$ cat src/hdl/rvdp_pkg.sv
package rvdp_pkg;

   localparam int CsrIdxW = 8;
   localparam int PcW     = 5;

   localparam logic [CsrIdxW-1:0] CsrStep = 8'd0;
   localparam logic [CsrIdxW-1:0] CsrMu   = 8'd1;

   localparam logic [24:0] StepReset = 25'd167772;
   localparam logic [28:0] MuReset   = 29'd16777216;

   localparam logic signed [31:0] QOne    = 32'sd16777216;
   localparam logic signed [63:0] QHalf   = 64'sd8388608;
   localparam logic signed [39:0] S32Max  = 40'sd2147483647;
   localparam logic signed [39:0] S32Min  = -40'sd2147483648;
   localparam logic signed [36:0] DivBias = 37'sd25769803776;
   localparam logic signed [36:0] DivOff  = 37'sd8589934592;

   localparam logic [PcW-1:0] LoopTop = 5'd0;

   typedef enum logic [1:0] {A_TP, A_MU, A_H, A_R} asel_type;
   typedef enum logic [1:0] {B_TP, B_R, B_TV} bsel_type;
   typedef enum logic [1:0] {WB_NONE, WB_R, WB_KP, WB_KV} wb_type;
   typedef enum logic [2:0] {OP_NONE, OP_OM, OP_DV, OP_UPD, OP_PREP, OP_DIV, OP_FIN} op_type;
   typedef enum logic [1:0] {JMP_NEXT, JMP_LOOP, JMP_DONE} jmp_type;
   typedef enum logic {SEQ_IDLE, SEQ_RUN} seq_state_type;

   typedef struct packed {
      logic     mul_en;
      asel_type asel;
      bsel_type bsel;
      wb_type   wb;
      op_type   op;
      jmp_type  jmp;
   } uword_type;

   typedef struct packed {
      logic      accept;
      logic      load;
      uword_type uw;
   } ctrl_type;

   typedef struct packed {
      logic last_stage;
      logic out_free;
   } stat_type;

   typedef struct packed {
      logic              hit;
      logic signed [31:0] val;
   } sat_type;

   localparam uword_type UwNop = '{mul_en: 1'b0, asel: A_TP, bsel: B_TP, wb: WB_NONE,
                                   op: OP_NONE, jmp: JMP_NEXT};

   function automatic sat_type clamp32(input logic signed [39:0] v);
      sat_type s;
      if (v > S32Max) begin
         s.hit = 1'b1;
         s.val = 32'sh7fffffff;
      end else if (v < S32Min) begin
         s.hit = 1'b1;
         s.val = 32'sh80000000;
      end else begin
         s.hit = 1'b0;
         s.val = v[31:0];
      end
      return s;
   endfunction

   // six quotient bits of a divide by three, remainder carried in and out
   function automatic logic [7:0] div3_chunk(input logic [1:0] rem, input logic [5:0] bits);
      logic [2:0] t;
      logic [1:0] r;
      logic [5:0] q;
      integer     j;
      r = rem;
      q = '0;
      for (j = 5; j >= 0; j--) begin
         t = {r, bits[j]};
         if (t >= 3'd3) begin
            q[j] = 1'b1;
            r = 2'(t - 3'd3);
         end else begin
            q[j] = 1'b0;
            r = t[1:0];
         end
      end
      return {r, q};
   endfunction

   function automatic uword_type ucode(input logic [PcW-1:0] pc);
      uword_type u;
      u = UwNop;
      case (pc)
         5'd0: begin
            u.mul_en = 1'b1; u.asel = A_TP; u.bsel = B_TP;
         end
         5'd1: u.wb = WB_R;
         5'd2: u.op = OP_OM;
         5'd3: begin
            u.mul_en = 1'b1; u.asel = A_MU; u.bsel = B_R;
         end
         5'd4: begin
            u.wb = WB_R; u.mul_en = 1'b1; u.asel = A_H; u.bsel = B_TV;
         end
         5'd5: begin
            u.wb = WB_KP; u.mul_en = 1'b1; u.asel = A_R; u.bsel = B_TV;
         end
         5'd6: u.wb = WB_R;
         5'd7: u.op = OP_DV;
         5'd8: begin
            u.mul_en = 1'b1; u.asel = A_H; u.bsel = B_R;
         end
         5'd9: u.wb = WB_KV;
         5'd10: begin
            u.op = OP_UPD; u.jmp = JMP_LOOP;
         end
         5'd11: u.op = OP_PREP;
         5'd12, 5'd13, 5'd14, 5'd15, 5'd16, 5'd17: u.op = OP_DIV;
         5'd18: begin
            u.op = OP_FIN; u.jmp = JMP_DONE;
         end
         default: u = UwNop;
      endcase
      return u;
   endfunction

endpackage

$ cat src/hdl/rvdp_if.sv
interface rvdp_req_if;
   logic               valid;
   logic               ready;
   logic               action;
   logic signed [31:0] load_position;
   logic signed [31:0] load_velocity;
   modport source (output valid, action, load_position, load_velocity, input ready);
   modport sink (input valid, action, load_position, load_velocity, output ready);
endinterface

interface rvdp_rsp_if;
   logic               valid;
   logic               ready;
   logic signed [31:0] new_position;
   logic signed [31:0] new_velocity;
   logic               saturated;
   modport source (output valid, new_position, new_velocity, saturated, input ready);
   modport sink (input valid, new_position, new_velocity, saturated, output ready);
endinterface

interface rvdp_csr_if;
   logic                          valid;
   logic                          ready;
   logic [rvdp_pkg::CsrIdxW-1:0] index;
   logic [31:0]                   data;
   modport source (output valid, index, data, input ready);
   modport sink (input valid, index, data, output ready);
endinterface

$ cat src/hdl/rvdp_seq.sv
module rvdp_seq (
   input  logic                clock,
   input  logic                reset,
   input  logic                req_valid,
   input  logic                req_action,
   input  rvdp_pkg::stat_type  stat,
   output logic                req_ready,
   output rvdp_pkg::ctrl_type  ctrl
);
   import rvdp_pkg::*;

   seq_state_type  state_ff, state_in;
   logic [PcW-1:0] pc_ff, pc_in;
   uword_type      uw_rom;
   logic           hold;

   always_ff @(posedge clock) begin
      if (reset) begin
         state_ff <= SEQ_IDLE;
         pc_ff    <= '0;
      end else begin
         state_ff <= state_in;
         pc_ff    <= pc_in;
      end
   end

   always_comb begin
      uw_rom      = ucode(pc_ff);
      hold        = (uw_rom.op == OP_FIN) && !stat.out_free;
      state_in    = state_ff;
      pc_in       = pc_ff;
      req_ready   = 1'b0;
      ctrl.accept = 1'b0;
      ctrl.load   = req_action;
      ctrl.uw     = UwNop;
      case (state_ff)
         SEQ_IDLE: begin
            req_ready = stat.out_free;
            if (req_valid && stat.out_free) begin
               ctrl.accept = 1'b1;
               if (!req_action) begin
                  state_in = SEQ_RUN;
                  pc_in    = '0;
               end
            end
         end
         SEQ_RUN: begin
            if (!hold) begin
               ctrl.uw = uw_rom;
               case (uw_rom.jmp)
                  JMP_NEXT: pc_in = pc_ff + 5'd1;
                  JMP_LOOP: pc_in = stat.last_stage ? pc_ff + 5'd1 : LoopTop;
                  JMP_DONE: begin
                     state_in = SEQ_IDLE;
                     pc_in    = '0;
                  end
                  default: pc_in = '0;
               endcase
            end
         end
         default: state_in = SEQ_IDLE;
      endcase
   end

endmodule

$ cat src/hdl/rvdp_dpath.sv
module rvdp_dpath (
   input  logic                        clock,
   input  logic                        reset,
   input  rvdp_pkg::ctrl_type          ctrl,
   input  logic signed [31:0]          load_position,
   input  logic signed [31:0]          load_velocity,
   input  logic                        csr_valid,
   input  logic [rvdp_pkg::CsrIdxW-1:0] csr_index,
   input  logic [31:0]                 csr_data,
   input  logic                        rsp_ready,
   output logic                        rsp_valid,
   output logic signed [31:0]          new_position,
   output logic signed [31:0]          new_velocity,
   output logic                        saturated,
   output rvdp_pkg::stat_type          stat
);
   import rvdp_pkg::*;

   logic signed [31:0] pos_ff, pos_in, vel_ff, vel_in;
   logic signed [31:0] tp_ff, tp_in, tv_ff, tv_in, r_ff, r_in;
   logic signed [31:0] kp_ff, kp_in, kv_ff, kv_in;
   logic signed [35:0] sp_ff, sp_in, sv_ff, sv_in;
   logic [35:0]        dnp_ff, dnp_in, dnv_ff, dnv_in;
   logic [1:0]         remp_ff, remp_in, remv_ff, remv_in;
   logic [1:0]         stage_ff, stage_in;
   logic               sat_ff, sat_in;
   logic signed [63:0] prod_ff, prod_in;
   logic [24:0]        step_ff;
   logic [28:0]        mu_ff;
   logic signed [31:0] opos_ff, opos_in, ovel_ff, ovel_in;
   logic               osat_ff, osat_in, ovld_ff, ovld_in;

   logic signed [31:0] ma, mb, mu_eff, h_ext, half_p, half_v;
   logic signed [63:0] rnd;
   logic signed [35:0] kp36, kv36, base_p, base_v;
   logic signed [36:0] pre_p, pre_v, qp, qv;
   logic [7:0]         dc_p, dc_v;
   logic               weight2;
   sat_type            c_wb, c_a, c_b;

   always_ff @(posedge clock) begin
      if (reset) begin
         pos_ff  <= '0;
         vel_ff  <= '0;
         step_ff <= StepReset;
         mu_ff   <= MuReset;
         ovld_ff <= 1'b0;
      end else begin
         pos_ff  <= pos_in;
         vel_ff  <= vel_in;
         ovld_ff <= ovld_in;
         if (csr_valid && csr_index == CsrStep) begin
            step_ff <= csr_data[24:0];
         end
         if (csr_valid && csr_index == CsrMu) begin
            mu_ff <= csr_data[28:0];
         end
      end
   end

   always_ff @(posedge clock) begin
      tp_ff    <= tp_in;
      tv_ff    <= tv_in;
      r_ff     <= r_in;
      kp_ff    <= kp_in;
      kv_ff    <= kv_in;
      sp_ff    <= sp_in;
      sv_ff    <= sv_in;
      dnp_ff   <= dnp_in;
      dnv_ff   <= dnv_in;
      remp_ff  <= remp_in;
      remv_ff  <= remv_in;
      stage_ff <= stage_in;
      sat_ff   <= sat_in;
      prod_ff  <= prod_in;
      opos_ff  <= opos_in;
      ovel_ff  <= ovel_in;
      osat_ff  <= osat_in;
   end

   always_comb begin
      mu_eff = (mu_ff == '0) ? QOne : $signed({3'b000, mu_ff});
      h_ext  = $signed({7'b0000000, step_ff});

      case (ctrl.uw.asel)
         A_TP:    ma = tp_ff;
         A_MU:    ma = mu_eff;
         A_H:     ma = h_ext;
         A_R:     ma = r_ff;
         default: ma = tp_ff;
      endcase
      case (ctrl.uw.bsel)
         B_TP:    mb = tp_ff;
         B_R:     mb = r_ff;
         B_TV:    mb = tv_ff;
         default: mb = tp_ff;
      endcase

      rnd     = (prod_ff + QHalf) >>> 24;
      c_wb    = clamp32(rnd[39:0]);
      weight2 = (stage_ff == 2'd1) || (stage_ff == 2'd2);
      half_p  = (stage_ff == 2'd2) ? kp_ff : (kp_ff >>> 1);
      half_v  = (stage_ff == 2'd2) ? kv_ff : (kv_ff >>> 1);
      kp36    = 36'(kp_ff);
      kv36    = 36'(kv_ff);
      base_p  = (stage_ff == 2'd0) ? 36'sd0 : sp_ff;
      base_v  = (stage_ff == 2'd0) ? 36'sd0 : sv_ff;
      pre_p   = 37'((sp_ff + 36'sd3) >>> 1) + DivBias;
      pre_v   = 37'((sv_ff + 36'sd3) >>> 1) + DivBias;
      qp      = $signed({1'b0, dnp_ff}) - DivOff;
      qv      = $signed({1'b0, dnv_ff}) - DivOff;
      dc_p    = div3_chunk(remp_ff, dnp_ff[35:30]);
      dc_v    = div3_chunk(remv_ff, dnv_ff[35:30]);
      c_a     = clamp32(40'(pos_ff) + 40'(half_p));
      c_b     = clamp32(40'(vel_ff) + 40'(half_v));

      pos_in   = pos_ff;
      vel_in   = vel_ff;
      tp_in    = tp_ff;
      tv_in    = tv_ff;
      r_in     = r_ff;
      kp_in    = kp_ff;
      kv_in    = kv_ff;
      sp_in    = sp_ff;
      sv_in    = sv_ff;
      dnp_in   = dnp_ff;
      dnv_in   = dnv_ff;
      remp_in  = remp_ff;
      remv_in  = remv_ff;
      stage_in = stage_ff;
      sat_in   = sat_ff;
      prod_in  = ctrl.uw.mul_en ? ma * mb : prod_ff;
      opos_in  = opos_ff;
      ovel_in  = ovel_ff;
      osat_in  = osat_ff;
      ovld_in  = ovld_ff && !rsp_ready;

      case (ctrl.uw.wb)
         WB_R: begin
            r_in   = c_wb.val;
            sat_in = sat_in | c_wb.hit;
         end
         WB_KP: begin
            kp_in  = c_wb.val;
            sat_in = sat_in | c_wb.hit;
         end
         WB_KV: begin
            kv_in  = c_wb.val;
            sat_in = sat_in | c_wb.hit;
         end
         default: ;
      endcase

      case (ctrl.uw.op)
         OP_OM: begin
            c_a    = clamp32(40'(QOne) - 40'(r_ff));
            r_in   = c_a.val;
            sat_in = sat_in | c_a.hit;
         end
         OP_DV: begin
            c_a    = clamp32(40'(r_ff) - 40'(tp_ff));
            r_in   = c_a.val;
            sat_in = sat_in | c_a.hit;
         end
         OP_UPD: begin
            sp_in    = base_p + (weight2 ? (kp36 <<< 1) : kp36);
            sv_in    = base_v + (weight2 ? (kv36 <<< 1) : kv36);
            stage_in = stage_ff + 2'd1;
            if (stage_ff != 2'd3) begin
               tp_in  = c_a.val;
               tv_in  = c_b.val;
               sat_in = sat_in | c_a.hit | c_b.hit;
            end
         end
         OP_PREP: begin
            dnp_in  = pre_p[35:0];
            dnv_in  = pre_v[35:0];
            remp_in = 2'd0;
            remv_in = 2'd0;
         end
         OP_DIV: begin
            dnp_in  = {dnp_ff[29:0], dc_p[5:0]};
            dnv_in  = {dnv_ff[29:0], dc_v[5:0]};
            remp_in = dc_p[7:6];
            remv_in = dc_v[7:6];
         end
         OP_FIN: begin
            c_a     = clamp32(40'(pos_ff) + 40'(qp));
            c_b     = clamp32(40'(vel_ff) + 40'(qv));
            pos_in  = c_a.val;
            vel_in  = c_b.val;
            opos_in = c_a.val;
            ovel_in = c_b.val;
            osat_in = sat_ff | c_a.hit | c_b.hit;
            ovld_in = 1'b1;
         end
         default: ;
      endcase

      if (ctrl.accept) begin
         if (ctrl.load) begin
            pos_in  = load_position;
            vel_in  = load_velocity;
            opos_in = load_position;
            ovel_in = load_velocity;
            osat_in = 1'b0;
            ovld_in = 1'b1;
         end else begin
            tp_in    = pos_ff;
            tv_in    = vel_ff;
            stage_in = 2'd0;
            sat_in   = 1'b0;
         end
      end
   end

   assign rsp_valid       = ovld_ff;
   assign new_position    = opos_ff;
   assign new_velocity    = ovel_ff;
   assign saturated       = osat_ff;
   assign stat.last_stage = (stage_ff == 2'd3);
   assign stat.out_free   = !ovld_ff || rsp_ready;

endmodule

$ cat src/hdl/rk4_van_der_pol_step.sv
// Load beat: the result is registered and valid in the cycle after the request beat.
// Advance beat: no new request is taken until the result is in the output register.
// The advance runs twenty products through the single 32x32 multiplier
// (eleven sequencer steps per stage) plus a six-step divide by six.
// Reset: position and velocity zero, step 167772 (about 0.01), damping 1.0.
module rk4_van_der_pol_step (
   input  logic        clock,
   input  logic        reset,
   rvdp_req_if.sink    req_bus,
   rvdp_rsp_if.source  rsp_bus,
   rvdp_csr_if.sink    csr_bus
);
   import rvdp_pkg::*;

   ctrl_type ctrl;
   stat_type stat;

   assign csr_bus.ready = 1'b1;

   rvdp_seq u_seq (
      .clock      (clock),
      .reset      (reset),
      .req_valid  (req_bus.valid),
      .req_action (req_bus.action),
      .stat       (stat),
      .req_ready  (req_bus.ready),
      .ctrl       (ctrl)
   );

   rvdp_dpath u_dpath (
      .clock         (clock),
      .reset         (reset),
      .ctrl          (ctrl),
      .load_position (req_bus.load_position),
      .load_velocity (req_bus.load_velocity),
      .csr_valid     (csr_bus.valid),
      .csr_index     (csr_bus.index),
      .csr_data      (csr_bus.data),
      .rsp_ready     (rsp_bus.ready),
      .rsp_valid     (rsp_bus.valid),
      .new_position  (rsp_bus.new_position),
      .new_velocity  (rsp_bus.new_velocity),
      .saturated     (rsp_bus.saturated),
      .stat          (stat)
   );

endmodule

$ cat src/flat_wrapper.sv
// flat-port wrapper written by rule: the top's interface ports become plain ports
module rk4_van_der_pol_step_flat import rvdp_pkg::*;
  (clock, reset, req_bus_valid, req_bus_action, req_bus_load_position, req_bus_load_velocity, req_bus_ready, rsp_bus_valid, rsp_bus_new_position, rsp_bus_new_velocity, rsp_bus_saturated, rsp_bus_ready, csr_bus_valid, csr_bus_index, csr_bus_data, csr_bus_ready);
  rvdp_req_if req_bus_i ();
  rvdp_rsp_if rsp_bus_i ();
  rvdp_csr_if csr_bus_i ();
  input  logic clock;
  input  logic reset;
  input wire logic [$bits(req_bus_i.valid)-1:0] req_bus_valid;
  input wire logic [$bits(req_bus_i.action)-1:0] req_bus_action;
  input wire logic [$bits(req_bus_i.load_position)-1:0] req_bus_load_position;
  input wire logic [$bits(req_bus_i.load_velocity)-1:0] req_bus_load_velocity;
  output wire logic [$bits(req_bus_i.ready)-1:0] req_bus_ready;
  output wire logic [$bits(rsp_bus_i.valid)-1:0] rsp_bus_valid;
  output wire logic [$bits(rsp_bus_i.new_position)-1:0] rsp_bus_new_position;
  output wire logic [$bits(rsp_bus_i.new_velocity)-1:0] rsp_bus_new_velocity;
  output wire logic [$bits(rsp_bus_i.saturated)-1:0] rsp_bus_saturated;
  input wire logic [$bits(rsp_bus_i.ready)-1:0] rsp_bus_ready;
  input wire logic [$bits(csr_bus_i.valid)-1:0] csr_bus_valid;
  input wire logic [$bits(csr_bus_i.index)-1:0] csr_bus_index;
  input wire logic [$bits(csr_bus_i.data)-1:0] csr_bus_data;
  output wire logic [$bits(csr_bus_i.ready)-1:0] csr_bus_ready;
  assign req_bus_i.valid = req_bus_valid;
  assign req_bus_i.action = req_bus_action;
  assign req_bus_i.load_position = req_bus_load_position;
  assign req_bus_i.load_velocity = req_bus_load_velocity;
  assign req_bus_ready = req_bus_i.ready;
  assign rsp_bus_valid = rsp_bus_i.valid;
  assign rsp_bus_new_position = rsp_bus_i.new_position;
  assign rsp_bus_new_velocity = rsp_bus_i.new_velocity;
  assign rsp_bus_saturated = rsp_bus_i.saturated;
  assign rsp_bus_i.ready = rsp_bus_ready;
  assign csr_bus_i.valid = csr_bus_valid;
  assign csr_bus_i.index = csr_bus_index;
  assign csr_bus_i.data = csr_bus_data;
  assign csr_bus_ready = csr_bus_i.ready;
  rk4_van_der_pol_step u_core (.clock(clock), .reset(reset), .req_bus(req_bus_i), .rsp_bus(rsp_bus_i), .csr_bus(csr_bus_i));
endmodule
$ cat config.mk
export PLATFORM = sky130hd
export DESIGN_NAME = rk4_van_der_pol_step_flat
export DESIGN_NICKNAME = d
export VERILOG_FILES = /design/src/hdl/rvdp_pkg.sv /design/src/hdl/rvdp_if.sv /design/src/hdl/rvdp_seq.sv /design/src/hdl/rvdp_dpath.sv /design/src/hdl/rk4_van_der_pol_step.sv /design/src/flat_wrapper.sv
export SDC_FILE = /design/constraint.sdc
export NUM_CORES = 2
export LEC_CHECK = 0
export BUFFER_PORTS_ARGS = -buffer_cell sky130_fd_sc_hd__clkbuf_2
export CORE_ASPECT_RATIO = 1.4
export CORE_MARGIN = 4
export CORE_UTILIZATION = 50
export DETAILED_ROUTE_END_ITERATION = 8
export HOLD_SLACK_MARGIN = 0.06
export PLACE_DENSITY = 0.66
export SLEW_MARGIN = 10
export SYNTH_ARGS = -nofsm -noshare
export SYNTH_HDL_FRONTEND = slang
export SYNTH_SLANG_ARGS = --single-unit
$ cat constraint.sdc
create_clock -name clock -period 16.3 [get_ports clock]
set_clock_uncertainty 0.2 [all_clocks]
set_input_delay 0.815 -clock clock [delete_from_list [all_inputs] [get_ports clock]]
set_output_delay 0.815 -clock clock [all_outputs]
set_load 0.005 [all_outputs]
# Word-level counts from Yosys, hierarchy flattened
# Cells that the tools add are included.
totals:
  reg_bits: 565
  output_inout_bits: 68
  elab_cells: 264
classes:
  n_addsub: 29
  mul: 1
  magnitude_cmp: 26
  n_eq_ne: 43
  muxes: 111
  bitwise: 8
  n_reduce_logical: 22
ops:
  columns: ["operator", "count"]
  rows:
  - ["2-to-1 mux 32 bit", 23]
  - ["2-to-1 mux 33 bit", 18]
  - ["one-hot mux 36 bit (2 select lines)", 2]
  - ["> comparator 33 x 32 -> 1 bit, second input constant", 4]
  - ["< comparator 33 x 32 -> 1 bit, second input constant", 4]
  - ["one-hot mux 32 bit (2 select lines)", 2]
  - ["one-hot mux 32 bit (4 select lines)", 1]
  - ["adder 32 x 37 -> 38 bit", 2]
  - ["> comparator 38 x 32 -> 1 bit, second input constant", 2]
  - ["< comparator 38 x 32 -> 1 bit, second input constant", 2]
  - ["adder 36 x 3 -> 37 bit, second input constant", 2]
  - ["subtractor 36 x 34 -> 37 bit, second input constant", 2]
  - ["adder 36 x 33 -> 36 bit", 2]
  - ["adder 36 bit, second input constant", 2]
  - ["2-to-1 mux 36 bit", 2]
  - ["adder 32 x 32 -> 33 bit", 2]
  - ["adder 64 x 25 -> 64 bit, second input constant", 1]
  - ["multiplier 32 x 32 -> 64 bit", 1]
  - ["2-to-1 mux 31 bit", 2]
  - ["== test 5 x 4 -> 1 bit, second input constant", 8]
  - ["> comparator 40 x 32 -> 1 bit, second input constant", 1]
  - ["< comparator 40 x 32 -> 1 bit, second input constant", 1]
  - ["greater-or-equal comparator 3 x 2 -> 1 bit, second input constant", 12]
  - ["subtractor 26 x 32 -> 33 bit, first input constant", 1]
  - ["other kinds (41)", 141]

# Logic depth before layout (Yosys ltp)
logic_depth:
  depth_word: 16
  mapped_depth: 43
  mapped_depth_nobuf: 39

# Modules after synthesis
# Synthesis repeated with hierarchy kept, for this count alone.
hier_totals:
  cells_unflattened: 8460
  hier_area_um2: 74471.4
modules_own_cells:
  columns: ["module", "n_inst", "cells_each", "area_per_inst_um2"]
  rows:
  - ["rvdp_dpath", 1, 8355, 73722.0]
  - ["rvdp_seq", 1, 103, 738.2]
  - ["rk4_van_der_pol_step", 1, 2, 11.3]

# Least setup slack after synthesis
# Ideal clock, no wire load.
synth_path:
  path_type: "reg-to-reg"
  start: "reg u_core.u_seq.pc_ff[3]"
  end: "reg u_core.u_dpath.prod_ff[46], data pin"
  t_arrival_ps: 10800
  t_required_ps: 15830
  slack_ps: 5030
  stages_incl_launch_ff: 38
  n_path_buf: 5
  period_less_slack_ps: 11270
  cell_sequence: "dfxtp_1 buf_2 buf_1 and3_1 ha_1 inv_1 o221a_1 buf_2 a31o_1 buf_2 a21oi_1 a31oi_1 clkbuf_1 nand2_1 fa_1 inv_1 fa_1 inv_1 (+2 left out) inv_1 fa_1 fa_1 fa_1 inv_1 fa_1 inv_1 ha_1 a21oi_1 o21ai_0 a21o_1 a31oi_1 o21ai_0 a211oi_2 a21oi_1 a21bo_2 a211oi_1 nor3_1"
synth_via:
  elab_chain_len: 10
  elab_cells_between_ends: 32
  cone_classes: "1 x mul; 21 x eq/ne; 6 x mux; 4 x reduce/logical"
synth_lines:
  columns: ["item", "line_no", "rtl"]
  rows:
  - ["from (decl)", "rvdp_seq.sv:13", "logic [PcW-1:0] pc_ff, pc_in;"]
  - ["from (signal assigned)", "rvdp_seq.sv:23", "pc_ff <= pc_in;"]
  - ["== test 5 x 4 -> 1 bit or == test 5 bit (tied branches)", "rvdp_pkg.sv:95", "case (pc)"]
  - ["OR reduction 6 bit", "rvdp_pkg.sv:95", null]
  - ["one-hot mux 3 bit (6 select lines)", "rvdp_pkg.sv:95", null]
  - ["== test 3 bit", "rvdp_seq.sv:29", "hold = (uw_rom.op == OP_FIN) && !stat.out_free;"]
  - ["logical AND 1 bit", "rvdp_seq.sv:29", null]
  - ["2-to-1 mux 12 bit (*)", "rvdp_seq.sv:48", "if (!hold) begin"]
  - ["2-to-1 mux 12 bit (*)", "rvdp_seq.sv:36", "case (state_ff)"]
  - ["== test 2 bit, or another cell as far along", "rvdp_dpath.sv:85", "case (ctrl.uw.asel)"]
  - ["one-hot mux 32 bit (4 select lines) or one-hot mux 32 bit (2 select lines) (tied branches)", "rvdp_dpath.sv:85, rvdp_dpath.sv:92", null]
  - ["multiplier 32 x 32 -> 64 bit (*)", "rvdp_dpath.sv:132", "prod_in = ctrl.uw.mul_en ? ma * mb : prod_ff;"]
  - ["to (signal assigned)", "rvdp_dpath.sv:75", "prod_ff <= prod_in;"]
  - ["to (decl)", "rvdp_dpath.sv:27", "logic signed [63:0] prod_ff, prod_in;"]
# Mark *: on every way between the ends. The rest lies on a longest branch, timed or not.
# A chain may end at the register's enable or synchronous reset.

# Worst setup path in the final report
layout_path:
  start: "reg u_core.u_seq.pc_ff[2]"
  end: "reg u_core.u_dpath.prod_ff[60], data pin"
# The elaborated chain is that of the path after synthesis.

==> metrics.txt <==
# TYPE chip_impl_metric gauge
chip_impl_metric{name="drt-wirelength-per-cell",unit="um"} 24.5
chip_impl_metric{name="setup_viol",unit=""} 0
chip_impl_metric{name="start_util",unit="%"} 50.3
chip_impl_metric{name="syn-cell-area",unit="um^2"} 74300
chip_impl_metric{name="synth_async_sr_flop_share",unit="%"} 0
chip_impl_metric{name="timing_hold_violations_final",unit=""} 0
chip_impl_metric{name="finalWeightedCongestion",unit=""} 1.01
chip_impl_info{name="synth-main-ff-cell",value="edfxtp_1"} 1
chip_impl_metric{name="drc",unit=""} 0
chip_impl_info{name="timing.critical_path.mode_cell",value="fa_1"} 1
chip_impl_metric{name="worst_ep_arrival_time",unit="ps"} 12990
chip_impl_metric{name="cap_viol_max_count",unit=""} 0
chip_impl_info{name="mostFrequentLayoutCell",value="inv_1"} 1
chip_impl_metric{name="gr-total-overflow",unit=""} 0
chip_impl_metric{name="place.port_buffers",unit=""} 173
chip_impl_metric{name="clock_tree.htree_level_count",unit=""} 2
chip_impl_metric{name="slew_viol_final",unit=""} 0
chip_impl_metric{name="cp_max_fo",unit=""} 49
chip_impl_metric{name="max_stage_delay",unit="ps"} 1190
chip_impl_metric{name="layout_worst_path_cycle_share",unit="%"} 78.5
chip_impl_info{name="worst-setup-path-type",value="register to register"} 1
chip_impl_metric{name="floorplan.die_area",unit="um^2"} 155000
chip_impl_metric{name="drive_above_1_share",unit="%"} 7.66
chip_impl_info{name="hp-class",value="input port to register"} 1
chip_impl_info{name="cts_root_buffer",value="clkbuf_16"} 1
chip_impl_info{name="critical_path.endpoint_type",value="register"} 1
chip_impl_metric{name="grt_start_max_net_pins",unit=""} 77
chip_impl_metric{name="fp.dieW",unit="um"} 334
chip_impl_info{name="layout_common_cells",value="inv_1, nand2_1, fa_1, nor2_1, a21oi_1"} 1
chip_impl_metric{name="critical_path.n_buffers_inverters",unit=""} 5
chip_impl_metric{name="postCtsSetupRepairBufs",unit=""} 0
chip_impl_metric{name="place_area",unit="um^2"} 77600
chip_impl_metric{name="worst_slew_margin_rel",unit="%"} 9.25
chip_impl_metric{name="max_freq",unit="MHz"} 78.2
chip_impl_metric{name="layout.nets",unit=""} 10168
chip_impl_info{name="crit_path_top_delay_cell",value="fa_1"} 1
chip_impl_metric{name="via_count",unit=""} 62347
chip_impl_metric{name="syn_nets",unit=""} 10157
chip_impl_info{name="cpLargestDelayFamily",value="adder cells"} 1
chip_impl_info{name="rsz0062_at_grt",value="false"} 1
chip_impl_metric{name="gr-usage-all-layers",unit="%"} 33.0
chip_impl_info{name="tritoncts",value="yes"} 1
chip_impl_metric{name="antenna_violations_before_repair",unit=""} 6
chip_impl_info{name="critPathLaunchType",value="register"} 1
chip_impl_metric{name="netlist-cell-type-count",unit=""} 107
chip_impl_metric{name="cts_sinks",unit=""} 542
chip_impl_metric{name="clk_latency",unit="ps"} 660
chip_impl_metric{name="layout_min_cycle_time",unit="ps"} 12800
chip_impl_metric{name="postSynthAreaPerCell",unit="um^2"} 8.73
chip_impl_metric{name="synth-edff-count",unit=""} 285
chip_impl_metric{name="drt-pass1-iter-count",unit=""} 9
chip_impl_metric{name="ys_ff_latch",unit=""} 542
chip_impl_metric{name="cts.clk_slew.worst_paths",unit="ps"} 60
chip_impl_metric{name="routed_wl",unit="um"} 258000
chip_impl_metric{name="first_global_vias",unit=""} 65038
chip_impl_metric{name="dp.final_hpwl",unit="um"} 205000
chip_impl_metric{name="holdWs",unit="ps"} 188
chip_impl_metric{name="antenna_left",unit=""} 0
chip_impl_metric{name="routed_via_density",unit=""} 5.93
chip_impl_metric{name="layout.cell_area.non_filler",unit="um^2"} 79500
chip_impl_metric{name="initialDrtViolationCount",unit=""} 4945
chip_impl_metric{name="synthCells",unit=""} 8508
chip_impl_metric{name="top_level_ports",unit=""} 178
chip_impl_metric{name="tritoncts.num_buffers",unit=""} 53
chip_impl_metric{name="postCtsHoldBufs",unit=""} 0
chip_impl_metric{name="clk_path_buf_depth",unit=""} 3
chip_impl_metric{name="final.setup.tns",unit="ps"} 0
chip_impl_metric{name="timing.critical_path.required",unit="ps"} 16490
chip_impl_metric{name="dieHeight",unit="um"} 464
chip_impl_metric{name="core_region_area",unit="um^2"} 148000
chip_impl_metric{name="nFillCells",unit=""} 13711
chip_impl_metric{name="synth.yosys.warnings",unit=""} 0
chip_impl_metric{name="ys_seq_area_share",unit="%"} 18.5
chip_impl_info{name="outcome",value="finished, final reports clean"} 1
chip_impl_metric{name="row_count",unit=""} 167
chip_impl_metric{name="max_slew.worst_pin.slew",unit="ps"} 1350
chip_impl_metric{name="areaGrowthSynthToFinish",unit="%"} 7.07
chip_impl_metric{name="cts.repair.resized",unit=""} 0
chip_impl_metric{name="wire_length_of_the_first_global_routing_pass",unit="um"} 390000
[cell type report]
| cell class | count | area (um^2) | share of cell area, % |
|---|---|---|---|
| multi-input cells | 6355 | 54700 | 68.8 |
| repair buffers | 344 | 2150 | 2.71 |
| inverters | 1223 | 4590 | 5.77 |
| clock inverters | 34 | 419 | 0.527 |
| clock buffers | 66 | 1500 | 1.89 |
| flip-flops and latches | 542 | 13700 | 17.2 |
| well taps | 1943 | 2430 | 3.06 |
| diodes | 10 | 25.0 | 0.0315 |
[tightest hold or removal path, cell delays in order]
cell      delay [ps]
clkbuf_2          90
nand2_1           50
a21oi_1           50
[synth_stat cells (12+ instances only)]
cell type  instances  share of area [%]
xnor2_1          219                2.6
a2111oi_0         17               0.20
or3_1             38               0.32
a221o_1           14               0.19
a211o_1           12               0.14
nor2b_1          125                1.1
xor2_1           161                1.9
nand4_1           57               0.48
o22ai_1           27               0.23
a21oi_1          464                3.1
buf_1             23               0.12
a311oi_1          35               0.41
a211oi_1          73               0.74
a31oi_1           74               0.62
nand2_1         1127                5.7
ha_1             451                7.6
buf_2             25               0.17
a221oi_1          30               0.35
mux2_2           126                1.9
a22oi_1           52               0.53
nand3b_1          19               0.19
o21bai_1          49               0.50
nor3_1            85               0.57
and4_1            17               0.20
clkbuf_1         334                1.7
o21ai_1           37               0.25
or2_2             13               0.11
o31ai_1           12               0.12
dfxtp_1          257                6.9
edfxtp_1         285                 12
nor4_1            20               0.17
fa_1            1088                 29
nand2b_1          64               0.54
nand3_1           93               0.63
and2_1            39               0.33
inv_1           1222                6.2
a222oi_1          17               0.23
nor2_1           915                4.6
and3_1            50               0.42
o211ai_1          47               0.48
o21ai_0          292                2.0
a21o_1           142                1.4
o21a_1            76               0.77
[metrics by stage]
step,std cells,utilization (%),setup slack [ps]
4_1_cts,10507,53.8,3660
6_report,10517,53.8,3500
2_1_floorplan,8508,-,5030
3_3_place_gp,10407,52.5,3890
5_1_grt,10507,53.8,2980
3_5_place_dp,10407,52.5,3690
[path summary, 6_finish.rpt]
kind,end,from,cells after the start,slack (ps)
worst max register to register,u_core.u_dpath.prod_ff[60],u_core.u_seq.pc_ff[2],28,3500
worst max-delay path,u_core.u_dpath.prod_ff[60],u_core.u_seq.pc_ff[2],28,3500
worst min-delay path,u_core.u_dpath.step_ff[7],csr_bus_data[7],3,190
worst min register to register,u_core.u_dpath.new_velocity[26],u_core.u_dpath.new_velocity[26],2,250
[cell families (layout without fill, tap and decap cells)]
family / Yosys count / in the layout / synth area share [%]
XOR/XNOR: 380 / 380 / 4.48
other: 1 / 11 / 0.00505
buffers and inverters: 1611 / 1667 / 8.22
multiplexers: 135 / 135 / 2.03
AND/OR/NAND/NOR: 2697 / 2697 / 15.7
flip-flops: 542 / 542 / 18.5
adder cells (fa/ha/maj): 1540 / 1540 / 36.9
AO/OA/AOI/OAI: 1602 / 1602 / 14.1
[flip-flops by register name, indices dropped and copies added, names as in the netlist, 32 cells and up]
register / flops
u_core.u_dpath.dnp_ff: 36
u_core.u_dpath.dnv_ff: 36
u_core.u_dpath.kp_ff: 32
u_core.u_dpath.kv_ff: 32
u_core.u_dpath.new_position: 32
u_core.u_dpath.new_velocity: 32
u_core.u_dpath.pos_ff: 32
u_core.u_dpath.prod_ff: 41
u_core.u_dpath.r_ff: 32
u_core.u_dpath.sp_ff: 36
u_core.u_dpath.sv_ff: 36
u_core.u_dpath.tp_ff: 32
u_core.u_dpath.tv_ff: 32
u_core.u_dpath.vel_ff: 32
[metal layers]
layer / wire length (um) / track usage, % / up-vias
met5: 17 / 0 / -
met4: 22200 / 22.5 / 2
met3: 18900 / 5.33 / 822
met2: 125000 / 56.4 / 2678
met1: 92600 / 38.0 / 30933
li1: - / - / 27912
Power is not shown: default switching activity piles up to over one toggle a cycle in this logic, so the estimate is an artifact.
